`src/sv/iskl_pkg.sv`:
```
// Shared types and constants for the INI section/key lookup block.
package iskl_pkg;

   localparam int NAME_BYTES = 8;
   localparam int MAX_CAP = 256;
   localparam int QUEUE_DEPTH = 4;

   localparam logic [7:0] CHAR_SEMI = 8'h3B;
   localparam logic [7:0] CHAR_HASH = 8'h23;
   localparam logic [7:0] CHAR_LBRACKET = 8'h5B;
   localparam logic [7:0] CHAR_RBRACKET = 8'h5D;
   localparam logic [7:0] CHAR_EQUAL = 8'h3D;
   localparam logic [7:0] CHAR_NEWLINE = 8'h0A;
   localparam logic [7:0] CHAR_SPACE = 8'h20;
   localparam logic [7:0] CHAR_TAB = 8'h09;
   localparam logic [7:0] CHAR_CR = 8'h0D;

   localparam logic KIND_WRITE = 1'b0;
   localparam logic KIND_REPORT = 1'b1;

   localparam logic [2:0] REG_SECTION_NAME = 3'd0;
   localparam logic [2:0] REG_SECTION_LENGTH = 3'd1;
   localparam logic [2:0] REG_KEY_NAME = 3'd2;
   localparam logic [2:0] REG_KEY_LENGTH = 3'd3;
   localparam logic [2:0] REG_VALUE_CAP = 3'd4;

   localparam logic [8:0] VALUE_CAP_RESET = 9'd256;

   typedef struct packed {
      logic [7:0] text_byte;
      logic       final_byte;
   } req_type;

   typedef struct packed {
      logic       kind;
      logic [7:0] position;
      logic [7:0] value_byte;
      logic       found;
      logic [7:0] length;
   } rsp_type;

   typedef struct packed {
      logic [63:0] section_name;
      logic [3:0]  section_length;
      logic [63:0] key_name;
      logic [3:0]  key_length;
      logic [8:0]  value_cap;
   } cfg_type;

   typedef struct packed {
      logic [1:0] count;
      rsp_type    first;
      rsp_type    second;
   } push_type;

endpackage

```
`src/sv/iskl_scan.sv`:
```
// Line scanner: parses one text byte per transaction and produces up to two results.
module iskl_scan (
   input  logic              clock,
   input  logic              reset,
   input  logic              accept,
   input  iskl_pkg::req_type req,
   input  iskl_pkg::cfg_type cfg,
   output iskl_pkg::push_type push
);

   typedef enum logic [6:0] {
      PH_LEAD     = 7'b0000001,
      PH_SKIP     = 7'b0000010,
      PH_HDR_LEAD = 7'b0000100,
      PH_HDR_NAME = 7'b0001000,
      PH_KEY      = 7'b0010000,
      PH_VAL_LEAD = 7'b0100000,
      PH_VAL      = 7'b1000000
   } phase_type;

   phase_type  phase_ff, phase_in;
   logic       wanted_ff, wanted_in;
   logic       seen_hdr_ff, seen_hdr_in;
   logic [3:0] idx_ff, idx_in;
   logic       eq_ff, eq_in;
   logic [3:0] tlen_ff, tlen_in;
   logic       teq_ff, teq_in;
   logic [7:0] vc_ff, vc_in;
   logic [7:0] tvl_ff, tvl_in;
   logic       answered_ff, answered_in;

   logic [7:0] b;
   logic       fin;
   logic       is_blank;
   logic       is_nl;
   logic [3:0] sec_len_eff;
   logic [3:0] key_len_eff;
   logic [7:0] lim;
   logic       line_start;
   logic [3:0] base_idx;
   logic       base_eq;
   logic [3:0] base_tlen;
   logic       base_teq;
   logic [63:0] take_name;
   logic [7:0] name_byte;
   logic       same;
   logic [3:0] tk_idx;
   logic       tk_eq;
   logic [3:0] tk_tlen;
   logic       tk_teq;
   logic       key_hit;
   logic       sec_hit;
   logic       wanted_line;
   logic       vc_room;
   logic [7:0] vc_next;
   logic [7:0] tvl_next;
   logic       wr;
   logic       rep;
   logic       rep_found;
   logic [7:0] rep_len;
   iskl_pkg::rsp_type wr_item;
   iskl_pkg::rsp_type rep_item;

   assign b = req.text_byte;
   assign fin = req.final_byte;
   assign is_blank = (b == iskl_pkg::CHAR_SPACE) || (b == iskl_pkg::CHAR_TAB) ||
                     (b == iskl_pkg::CHAR_CR);
   assign is_nl = (b == iskl_pkg::CHAR_NEWLINE);

   assign sec_len_eff = (cfg.section_length > 4'(iskl_pkg::NAME_BYTES)) ?
                        4'(iskl_pkg::NAME_BYTES) : cfg.section_length;
   assign key_len_eff = (cfg.key_length > 4'(iskl_pkg::NAME_BYTES)) ?
                        4'(iskl_pkg::NAME_BYTES) : cfg.key_length;

   always_comb begin
      if (cfg.value_cap == 9'd0) begin
         lim = 8'd0;
      end else if (cfg.value_cap > 9'(iskl_pkg::MAX_CAP)) begin
         lim = 8'(iskl_pkg::MAX_CAP - 1);
      end else begin
         lim = 8'(cfg.value_cap - 9'd1);
      end
   end

   assign line_start = (phase_ff == PH_LEAD);
   assign base_idx = line_start ? 4'd0 : idx_ff;
   assign base_eq = line_start ? 1'b1 : eq_ff;
   assign base_tlen = line_start ? 4'd0 : tlen_ff;
   assign base_teq = line_start ? 1'b1 : teq_ff;

   assign take_name = ((phase_ff == PH_HDR_LEAD) || (phase_ff == PH_HDR_NAME)) ?
                      cfg.section_name : cfg.key_name;
   assign name_byte = take_name[{base_idx[2:0], 3'b000} +: 8];
   assign same = (base_idx < 4'(iskl_pkg::NAME_BYTES)) && (name_byte == b);
   assign tk_eq = base_eq && same;
   assign tk_idx = (base_idx < 4'd15) ? base_idx + 4'd1 : base_idx;
   assign tk_tlen = is_blank ? base_tlen : tk_idx;
   assign tk_teq = is_blank ? base_teq : tk_eq;

   assign key_hit = base_teq && (base_tlen == key_len_eff);
   assign sec_hit = base_teq && (base_tlen == sec_len_eff);
   assign wanted_line = seen_hdr_ff ? wanted_ff : (cfg.section_length == 4'd0);

   assign vc_room = (vc_ff < lim);
   assign vc_next = (vc_ff < 8'd255) ? vc_ff + 8'd1 : vc_ff;
   assign tvl_next = is_blank ? tvl_ff : ((vc_next < lim) ? vc_next : lim);

   always_comb begin
      phase_in = phase_ff;
      wanted_in = wanted_ff;
      seen_hdr_in = seen_hdr_ff;
      idx_in = idx_ff;
      eq_in = eq_ff;
      tlen_in = tlen_ff;
      teq_in = teq_ff;
      vc_in = vc_ff;
      tvl_in = tvl_ff;
      answered_in = answered_ff;
      wr = 1'b0;
      rep = 1'b0;
      rep_found = 1'b0;
      rep_len = 8'd0;
      if (!answered_ff) begin
         if (!is_nl) begin
            case (phase_ff)
               PH_LEAD: begin
                  if (!is_blank) begin
                     idx_in = base_idx;
                     eq_in = base_eq;
                     tlen_in = base_tlen;
                     teq_in = base_teq;
                     if ((b == iskl_pkg::CHAR_SEMI) || (b == iskl_pkg::CHAR_HASH)) begin
                        phase_in = PH_SKIP;
                     end else if (b == iskl_pkg::CHAR_LBRACKET) begin
                        phase_in = PH_HDR_LEAD;
                     end else if (!wanted_line) begin
                        phase_in = PH_SKIP;
                     end else if (b != iskl_pkg::CHAR_EQUAL) begin
                        phase_in = PH_KEY;
                        idx_in = tk_idx;
                        eq_in = tk_eq;
                        tlen_in = tk_tlen;
                        teq_in = tk_teq;
                     end else if (key_hit) begin
                        phase_in = PH_VAL_LEAD;
                        vc_in = 8'd0;
                        tvl_in = 8'd0;
                     end else begin
                        phase_in = PH_SKIP;
                     end
                  end
               end
               PH_HDR_LEAD, PH_HDR_NAME: begin
                  if (b == iskl_pkg::CHAR_RBRACKET) begin
                     seen_hdr_in = 1'b1;
                     wanted_in = sec_hit;
                     phase_in = PH_SKIP;
                  end else if (!(is_blank && (phase_ff == PH_HDR_LEAD))) begin
                     phase_in = PH_HDR_NAME;
                     idx_in = tk_idx;
                     eq_in = tk_eq;
                     tlen_in = tk_tlen;
                     teq_in = tk_teq;
                  end
               end
               PH_KEY: begin
                  if (b != iskl_pkg::CHAR_EQUAL) begin
                     idx_in = tk_idx;
                     eq_in = tk_eq;
                     tlen_in = tk_tlen;
                     teq_in = tk_teq;
                  end else if (key_hit) begin
                     phase_in = PH_VAL_LEAD;
                     vc_in = 8'd0;
                     tvl_in = 8'd0;
                  end else begin
                     phase_in = PH_SKIP;
                  end
               end
               PH_VAL_LEAD, PH_VAL: begin
                  if (!(is_blank && (phase_ff == PH_VAL_LEAD))) begin
                     phase_in = PH_VAL;
                     wr = vc_room;
                     vc_in = vc_next;
                     tvl_in = tvl_next;
                  end
               end
               default: begin
               end
            endcase
         end
         if (is_nl || fin) begin
            if ((phase_in == PH_HDR_LEAD) || (phase_in == PH_HDR_NAME)) begin
               seen_hdr_in = 1'b1;
               wanted_in = 1'b0;
            end else if ((phase_in == PH_VAL_LEAD) || (phase_in == PH_VAL)) begin
               rep = 1'b1;
               rep_found = 1'b1;
               rep_len = tvl_in;
               answered_in = 1'b1;
            end
            phase_in = PH_LEAD;
            idx_in = 4'd0;
            eq_in = 1'b1;
            tlen_in = 4'd0;
            teq_in = 1'b1;
         end
      end
      if (fin) begin
         if (!answered_in) begin
            rep = 1'b1;
         end
         phase_in = PH_LEAD;
         wanted_in = 1'b1;
         seen_hdr_in = 1'b0;
         idx_in = 4'd0;
         eq_in = 1'b1;
         tlen_in = 4'd0;
         teq_in = 1'b1;
         vc_in = 8'd0;
         tvl_in = 8'd0;
         answered_in = 1'b0;
      end
   end

   always_comb begin
      wr_item = '0;
      wr_item.kind = iskl_pkg::KIND_WRITE;
      wr_item.position = vc_ff;
      wr_item.value_byte = b;
      rep_item = '0;
      rep_item.kind = iskl_pkg::KIND_REPORT;
      rep_item.found = rep_found;
      rep_item.length = rep_len;
   end

   always_comb begin
      push.count = accept ? ({1'b0, wr} + {1'b0, rep}) : 2'd0;
      push.first = wr ? wr_item : rep_item;
      push.second = rep_item;
   end

   always_ff @(posedge clock) begin
      if (reset) begin
         phase_ff <= PH_LEAD;
         wanted_ff <= 1'b1;
         seen_hdr_ff <= 1'b0;
         idx_ff <= 4'd0;
         eq_ff <= 1'b1;
         tlen_ff <= 4'd0;
         teq_ff <= 1'b1;
         vc_ff <= 8'd0;
         tvl_ff <= 8'd0;
         answered_ff <= 1'b0;
      end else if (accept) begin
         phase_ff <= phase_in;
         wanted_ff <= wanted_in;
         seen_hdr_ff <= seen_hdr_in;
         idx_ff <= idx_in;
         eq_ff <= eq_in;
         tlen_ff <= tlen_in;
         teq_ff <= teq_in;
         vc_ff <= vc_in;
         tvl_ff <= tvl_in;
         answered_ff <= answered_in;
      end
   end

   a_answered_idle: assert property (@(posedge clock) disable iff (reset)
      answered_ff |-> (phase_ff == PH_LEAD))
      else $error("answered scan left line start");

   a_pair_order: assert property (@(posedge clock) disable iff (reset)
      (push.count == 2'd2) |->
         (push.first.kind == iskl_pkg::KIND_WRITE) &&
         (push.second.kind == iskl_pkg::KIND_REPORT))
      else $error("write and report out of order");

   a_final_reports: assert property (@(posedge clock) disable iff (reset)
      (accept && req.final_byte && !answered_ff) |-> (push.count != 2'd0))
      else $error("final byte gave no report");

   a_final_restart: assert property (@(posedge clock) disable iff (reset)
      (accept && req.final_byte) |=> (!answered_ff && (phase_ff == PH_LEAD)))
      else $error("scan state not restarted after final byte");

endmodule

```
`src/sv/iskl_queue.sv`:
```
// Result queue: takes up to two results per cycle and hands out one unless rsp_stall is high.
module iskl_queue (
   input  logic               clock,
   input  logic               reset,
   input  iskl_pkg::push_type push,
   output logic               full,
   output logic               rsp_valid,
   input  logic               rsp_stall,
   output iskl_pkg::rsp_type  rsp_data
);

   localparam int PTR_W = $clog2(iskl_pkg::QUEUE_DEPTH);
   localparam int CNT_W = $clog2(iskl_pkg::QUEUE_DEPTH + 1);

   iskl_pkg::rsp_type entry_ff [iskl_pkg::QUEUE_DEPTH];
   logic [PTR_W-1:0] wr_ptr_ff, wr_ptr_in;
   logic [PTR_W-1:0] rd_ptr_ff, rd_ptr_in;
   logic [CNT_W-1:0] count_ff, count_in;
   logic             pop;
   logic [PTR_W-1:0] wr_ptr_next;

   assign full = (count_ff > CNT_W'(iskl_pkg::QUEUE_DEPTH - 2));
   assign rsp_valid = (count_ff != '0);
   assign rsp_data = entry_ff[rd_ptr_ff];
   assign pop = rsp_valid && !rsp_stall;
   assign wr_ptr_next = wr_ptr_ff + PTR_W'(1);

   always_comb begin
      wr_ptr_in = wr_ptr_ff + PTR_W'(push.count);
      rd_ptr_in = pop ? rd_ptr_ff + PTR_W'(1) : rd_ptr_ff;
      count_in = count_ff + CNT_W'(push.count) - (pop ? CNT_W'(1) : CNT_W'(0));
   end

   always_ff @(posedge clock) begin
      if (push.count != 2'd0) begin
         entry_ff[wr_ptr_ff] <= push.first;
      end
      if (push.count == 2'd2) begin
         entry_ff[wr_ptr_next] <= push.second;
      end
   end

   always_ff @(posedge clock) begin
      if (reset) begin
         wr_ptr_ff <= '0;
         rd_ptr_ff <= '0;
         count_ff <= '0;
      end else begin
         wr_ptr_ff <= wr_ptr_in;
         rd_ptr_ff <= rd_ptr_in;
         count_ff <= count_in;
      end
   end

   a_no_overflow: assert property (@(posedge clock) disable iff (reset)
      count_ff <= CNT_W'(iskl_pkg::QUEUE_DEPTH))
      else $error("result queue overflow");

   a_push_room: assert property (@(posedge clock) disable iff (reset)
      (push.count != 2'd0) |-> !full)
      else $error("push into full result queue");

   a_ptr_track: assert property (@(posedge clock) disable iff (reset)
      (count_ff == '0) |-> (wr_ptr_ff == rd_ptr_ff))
      else $error("empty queue with unequal pointers");

endmodule

```
`src/sv/ini_section_key_lookup.sv`:
```
// INI section/key lookup: byte stream scanner with a register port and a result queue.
// A byte's results pass through the registered result queue to rsp; one byte per cycle
// unless req_stall; each yields up to two results, drained one per cycle unless rsp_stall.
// req_stall rises while the four-entry result queue holds more than two results.
// Reset clears the scan state and the queue and sets the registers to zero, value_cap to 256.
module ini_section_key_lookup (
   input  logic              clock,
   input  logic              reset,
   input  logic              req_valid,
   output logic              req_stall,
   input  iskl_pkg::req_type req_data,
   output logic              rsp_valid,
   input  logic              rsp_stall,
   output iskl_pkg::rsp_type rsp_data,
   input  logic              psel,
   input  logic              penable,
   input  logic              pwrite,
   input  logic [5:0]        paddr,
   input  logic [63:0]       pwdata,
   output logic [63:0]       prdata,
   output logic              pready
);

   iskl_pkg::cfg_type  cfg_ff;
   iskl_pkg::push_type push;
   logic               accept;
   logic               full;
   logic               csr_write;
   logic [2:0]         reg_index;

   assign pready = 1'b1;
   assign csr_write = psel && penable && pwrite && pready;
   assign reg_index = paddr[5:3];

   always_ff @(posedge clock) begin
      if (reset) begin
         cfg_ff.section_name <= '0;
         cfg_ff.section_length <= '0;
         cfg_ff.key_name <= '0;
         cfg_ff.key_length <= '0;
         cfg_ff.value_cap <= iskl_pkg::VALUE_CAP_RESET;
      end else if (csr_write) begin
         case (reg_index)
            iskl_pkg::REG_SECTION_NAME: cfg_ff.section_name <= pwdata;
            iskl_pkg::REG_SECTION_LENGTH: cfg_ff.section_length <= pwdata[3:0];
            iskl_pkg::REG_KEY_NAME: cfg_ff.key_name <= pwdata;
            iskl_pkg::REG_KEY_LENGTH: cfg_ff.key_length <= pwdata[3:0];
            iskl_pkg::REG_VALUE_CAP: cfg_ff.value_cap <= pwdata[8:0];
            default: begin
            end
         endcase
      end
   end

   always_comb begin
      case (reg_index)
         iskl_pkg::REG_SECTION_NAME: prdata = cfg_ff.section_name;
         iskl_pkg::REG_SECTION_LENGTH: prdata = {60'd0, cfg_ff.section_length};
         iskl_pkg::REG_KEY_NAME: prdata = cfg_ff.key_name;
         iskl_pkg::REG_KEY_LENGTH: prdata = {60'd0, cfg_ff.key_length};
         iskl_pkg::REG_VALUE_CAP: prdata = {55'd0, cfg_ff.value_cap};
         default: prdata = 64'd0;
      endcase
   end

   assign req_stall = full;
   assign accept = req_valid && !req_stall;

   iskl_scan u_scan (
      .clock  (clock),
      .reset  (reset),
      .accept (accept),
      .req    (req_data),
      .cfg    (cfg_ff),
      .push   (push)
   );

   iskl_queue u_queue (
      .clock     (clock),
      .reset     (reset),
      .push      (push),
      .full      (full),
      .rsp_valid (rsp_valid),
      .rsp_stall (rsp_stall),
      .rsp_data  (rsp_data)
   );

endmodule
```
`config.mk`:
```
export PLATFORM = sky130hd
export DESIGN_NAME = ini_section_key_lookup
export DESIGN_NICKNAME = d
export VERILOG_FILES = /design/src/sv/iskl_pkg.sv /design/src/sv/iskl_scan.sv /design/src/sv/iskl_queue.sv /design/src/sv/ini_section_key_lookup.sv
export SDC_FILE = /design/constraint.sdc
export NUM_CORES = 1
export LEC_CHECK = 0
export BUFFER_PORTS_ARGS = -buffer_cell sky130_fd_sc_hd__buf_4
export CORE_MARGIN = 2
export CORE_UTILIZATION = 30
export CTS_BUF_LIST = sky130_fd_sc_hd__clkbuf_2 sky130_fd_sc_hd__clkbuf_4 sky130_fd_sc_hd__clkbuf_8
export DETAILED_ROUTE_END_ITERATION = 16
export MAX_ROUTING_LAYER = met4
export PLACE_DENSITY = 0.5
export SLEW_MARGIN = 30
export SYNTH_ARGS = -nofsm -noshare
export SYNTH_HDL_FRONTEND = slang
export SYNTH_HIERARCHICAL = 1
export SYNTH_SLANG_ARGS = --single-unit
export TNS_END_PERCENT = 10
```
`constraint.sdc`:
```
create_clock -name clock -period 13.1 [get_ports clock]
set_input_delay 1.31 -clock clock [delete_from_list [all_inputs] [get_ports clock]]
set_output_delay 1.31 -clock clock [all_outputs]
set_load 0.02 [all_outputs]
```
* Yosys cells after proc, flatten, opt, wreduce, memory -nomap -nowiden
Memory sizes are Yosys's and may differ from the RTL's. A register that Yosys moved wholly into a read port is not among the register bits.
Index checks and enable logic that the tools add are counted.
** Storage, ports and cells
- Register bits after elaboration :: 188
- Memory bits (writable) :: 104
- Input bits :: 86
- Output and inout port bits :: 93
- Word-level logic and storage cells :: 259
- Memories :: 1
** Operators by class
- Add/subtract/negate cells :: 9
- Magnitude comparators :: 9
- Eq/ne operators :: 39
- Shift operators :: 1
- Mux-type cells :: 146
- Reductions and logical operators :: 36
** Memory list
- u_queue.entry_ff :: words 4, bits a word 26, rd ports 1, clocked after memory_dff 1, write ports 2, RTL line iskl_queue.sv:15 : iskl_pkg::rsp_type entry_ff [iskl_pkg::QUEUE_DEPTH];
** Operators by type and width (number)
- $pmux 64 s5 :: 1
- $mux 8 :: 29
- $mux 4 :: 30
- $mux 7 :: 14
- $mux 64 :: 1
- $shiftx 64x7->8 :: 1
- $mux 1 :: 59
- $pmux 8 s3 :: 2
- $pmux 7 s4 :: 1
- $mux 26 :: 1
- $eq 8x4->1 const B :: 3
- $eq 8x6->1 const B :: 3
- $pmux 4 s3 :: 2
- $ne 3x3->1 const B :: 6
- $eq 8x7->1 const B :: 2
- $lt 8x8->1 :: 2
- $eq 7x3->1 const B :: 2
- $eq 7x4->1 const B :: 2
- $eq 7x6->1 const B :: 2
- $eq 7x7->1 const B :: 2
- $ne 4x4->1 const B :: 3
- $reduce_and 2->1 :: 6
- $logic_and 1x1->1 :: 10
- $gt 9x9->1 const B :: 1
- other kinds (38) :: 55

* Logic depth before layout (Yosys ltp)
- Word-level depth :: 26
- Mapped depth :: 23
- Mapped depth without buffers :: 22

* Hierarchy
The synthesis kept the hierarchy.
** By module, submodules not included
- ini_section_key_lookup :: times used 1, cells an instance 731, area each 6846.6 µm², sequential area each 2902.8 µm²
- iskl_queue :: times used 1, cells an instance 307, area each 5589.1 µm², sequential area each 3303.2 µm²
- iskl_scan :: times used 1, cells an instance 745, area each 5011.1 µm², sequential area each 720.7 µm²

* Worst setup path before layout
OpenSTA, ideal clock, no wires.
- Path type :: input -> register
- From :: input port req_data[4] (netlist bit)
- To :: memory u_queue/entry_ff[0][0] (netlist bit), enable pin
- Library setup time :: 0.449 ns
- Arrival :: 6.423 ns
- Required time :: 12.651 ns
- Slack :: 6.228 ns
- Stages on the path :: 14
- Path buffers :: 1
- Cell sequence :: buf_2 > or4b_1 > a211o_1 > nor4_1 > nor2_1 > nand2_2 > a21o_1 > xor2_1 > or3b_2 > a21oi_1 > ha_1 > and2_1 > nor2_1 > o31ai_1
** RTL lines
- start, declared :: RTL line ini_section_key_lookup.sv:11 : input iskl_pkg::req_type req_data,
- end, declared :: RTL line iskl_queue.sv:15

==> results.toml <==
[grt]
grt_start_max_net_pins = 117
grt_first_pass_wirelength_um = 85800
grt_util_all_layers_pct = 19.0
grt-ovfl-total = 0
grt_pass1_vias = 14200
antenna_found_initial = 0

[timing]
hold_viol_final = 0
fmax_ghz = 0.152
setup_viol = 0
final_max_slew_viol_count = 0
tightest_slew_ns = 1.03
fin_skew_ns = 0.0492
grt_setup_unrepaired = "false"
fin_tns_setup_ns = 0
min_period_over_period_pct = 50.2
layout_min_cycle_time_ns = 6.58
relSlewSlack_pct = 30.6

[drt]
viasPerCell = 5.24
post_drt_wl_per_cell_um = 21.0
drcViolationCount = 0
firstDrtPassIters = 5
detail-route-antenna-nets = 0
dr_total_vias = 14200
wl_um = 56800
drt_iter0_drc = 979

[logic_synthesis]
seq_area_frac_synth_pct = 39.7
syn_area_mm2 = 0.0174
synth_cells = 1783
synth_edf_count = 104
async_reset_ff_share_pct = 0
yosys_warnings = 6
yosys_register_bits = 294
synth.distinct_cells = 92
ys.flop_type = "dfxtp_1"
syn_avg_cell_area_um2 = 9.79

[floorplanning]
fp.dieArea_mm2 = 0.0601
io_pins = 179
core_mm2 = 0.0576
die_w_um = 245
row_count = 88
die_h_um = 245
initial_core_util_pct = 30.3

[hold_path]
hp-class = "reg -> reg"
min-delay-start = "u_scan/tvl_ff[6]"

[setup_path]
endpoint_kind = "flip-flop"
cp_data_required_time_ns = 13.37
start_kind = "primary input"
path_max_fanout = 27
slowest_stage = "nor4_1"
path_cells = "buf_4, or4b_1, a211o_1, nor4_1, nor2_1, nand2_2, a21o_1, xor2_1, or3b_2, a21oi_1, ha_1, and2_1, nor2b_2, nand3_2, o31ai_4, buf_4"
critPathKind = "in -> reg"
reg2reg_from = "u_scan/phase_ff[2]"
critPathLaunch = "req_data[3]"
crit_top_cell = "buf_4"
cpPeakStageDelay_ns = 0.81
cp.arrival_ns = 6.85

[clocking]
post_cts_buffers = 0
insertion_delay_ns = 0.66
cts_tree = "done"
cts.clk_slew.worst_paths_ns = 0.06
cts_buffers = 56
cts_max_level = 2
cts_num_sinks = 294
postCtsHoldBufs = 0
cts_resized = 0
clk_path_buf_depth = 3
cts-root-buf = "clkbuf_8"

[layout]
drive_gt1_share_pct = 23.9
nets = 2003
post-route-cell-area_mm2 = 0.0204
diodes = 0
utilization_pct = 35.4
area_delta_synth_final_pct = 17.0

[pwr]
cellPowerDensity_mw_per_mm2 = 116
leakage_nw = 7.76
ir_worst_vdd_v = 0.0000678

[outcome]
status = "finished clean"

[placement]
port_buffers = 174
placed_area_mm2 = 0.0192
hpwl_um = 37500
place_congestion = 0.858

[job]
drv_cap = 0
## routing by layer
layer  vias to the layer above  GRT usage (%)  wire length (um)
met4                         0           7.30              1950
met1                      6952           23.5             24900
met2                       394           30.7             26900
met3                       113           3.48              2970
met5                         -              -                 0
li1                       6701              -                 -
## metrics by stage
| stage | instances | hold slack (ns) | setup WS (ns) | power [mW] |
|---|---|---|---|---|
| finish | 2704 | 0.440 | 6.52 | 2.37 |
| global route | 2704 | 0.459 | 6.23 | 2.47 |
| CTS | 2703 | 0.441 | 6.50 | 2.41 |
| detailed placement | 2599 | 0.431 | 5.81 | 1.42 |
| global placement | 2599 | 0.433 | 5.85 | 1.42 |
| floorplan | 1798 | 0.415 | 6.23 | 1.28 |
## cells in the mapped netlist (10+ instances only)
library cell / number / area, um^2
a22o_1: 56 / 490
a21o_1: 10 / 75.1
nand2b_1: 152 / 951
nor3_1: 31 / 155
a32o_1: 10 / 100
a22oi_1: 21 / 158
mux2_2: 89 / 1000
nand3_1: 40 / 200
mux2i_1: 118 / 1180
a21oi_1: 46 / 230
mux4_2: 26 / 586
nand4_1: 22 / 138
xor2_1: 12 / 105
edfxtp_1: 104 / 3120
buf_6: 10 / 113
nand2_1: 115 / 432
ha_1: 23 / 288
buf_2: 32 / 160
and2_1: 22 / 138
nor2_1: 78 / 293
dfxtp_1: 190 / 3800
o31ai_1: 10 / 75.1
inv_1: 34 / 128
mux2_4: 20 / 300
o21ai_0: 145 / 726
clkbuf_1: 83 / 312
buf_4: 29 / 218
nor2b_1: 74 / 463
xnor2_1: 16 / 140
## power by group
part	total (mW)	switching (mW)	internal [mW]	leakage [nW]
Clock	0.972	0.418	0.555	0.638
Combinational	0.384	0.220	0.164	4.56
Sequential	1.01	0.0419	0.970	2.56
Total	2.37	0.680	1.69	7.76
## kinds of logic after synthesis
logic type	count (synthesis)	synth area share (%)
compound gates	390	15.0
xor+xnor	28	1.41
fa+ha+maj	26	1.88
buf+inv	192	5.51
flops	294	39.7
mux	253	17.6
other cells	3	0.0645
simple gates	597	18.9
## cell usage in the layout, fill, tap and decap left out, types with 22 or more instances in the layout
cell type / n
buf_4: 189
dfxtp_1: 188
nand2b_1: 150
o21ai_0: 145
mux2i_1: 118
nand2_1: 115
edfxtp_1: 104
mux2_2: 89
nor2_1: 75
nor2b_1: 73
clkbuf_8: 67
a22o_1: 56
a21oi_1: 45
nand3_1: 39
inv_1: 34
nor3_1: 31
mux4_2: 26
clkbuf_4: 25
ha_1: 23
nand4_1: 22
and2_1: 22
## state kept, by name, summed over array words and instances (netlist names), named ones only
name                flops
cfg_ff                145
u_queue/count_ff        3
u_scan/vc_ff            8
u_queue/entry_ff      104
u_queue/wr_ptr_ff       2
u_scan/answered_ff      1
u_scan/eq_ff            1
u_scan/seen_hdr_ff      1
u_scan/tlen_ff          4
u_scan/teq_ff           1
u_scan/tvl_ff           8
u_scan/phase_ff         7
u_scan/idx_ff           4
u_scan/wanted_ff        1
u_queue/rd_ptr_ff       2
## critical path, delay by kind of cell
kind            cells  cell delay (ns)
compound gates      4             1.11
buf+inv             2             0.57
fa+ha+maj           1             0.27
simple gates        8             3.45
xor+xnor            1             0.08
## layout make-up
| type | instances | area (um^2) |
|---|---|---|
| fill | 5862 | 37200 |
| multi-input combinational | 1312 | 9690 |
| sequential | 294 | 6930 |
| timing repair buffer | 193 | 1480 |
| clock buffer | 92 | 1110 |
| tap | 765 | 957 |
| inverter | 36 | 135 |
| clock inverter | 12 | 100 |
## worst paths after layout
kind	slack [ns]	depth (start not counted)	to
setup / recovery	6.52	16	u_queue/entry_ff[0][15]
hold / removal	0.44	2	u_scan/tvl_ff[6]
setup reg to reg	6.53	14	u_queue/entry_ff[0][15]
hold reg to reg	0.44	2	u_scan/tvl_ff[6]
No activity file was read; power rests on OpenSTA's default activity.
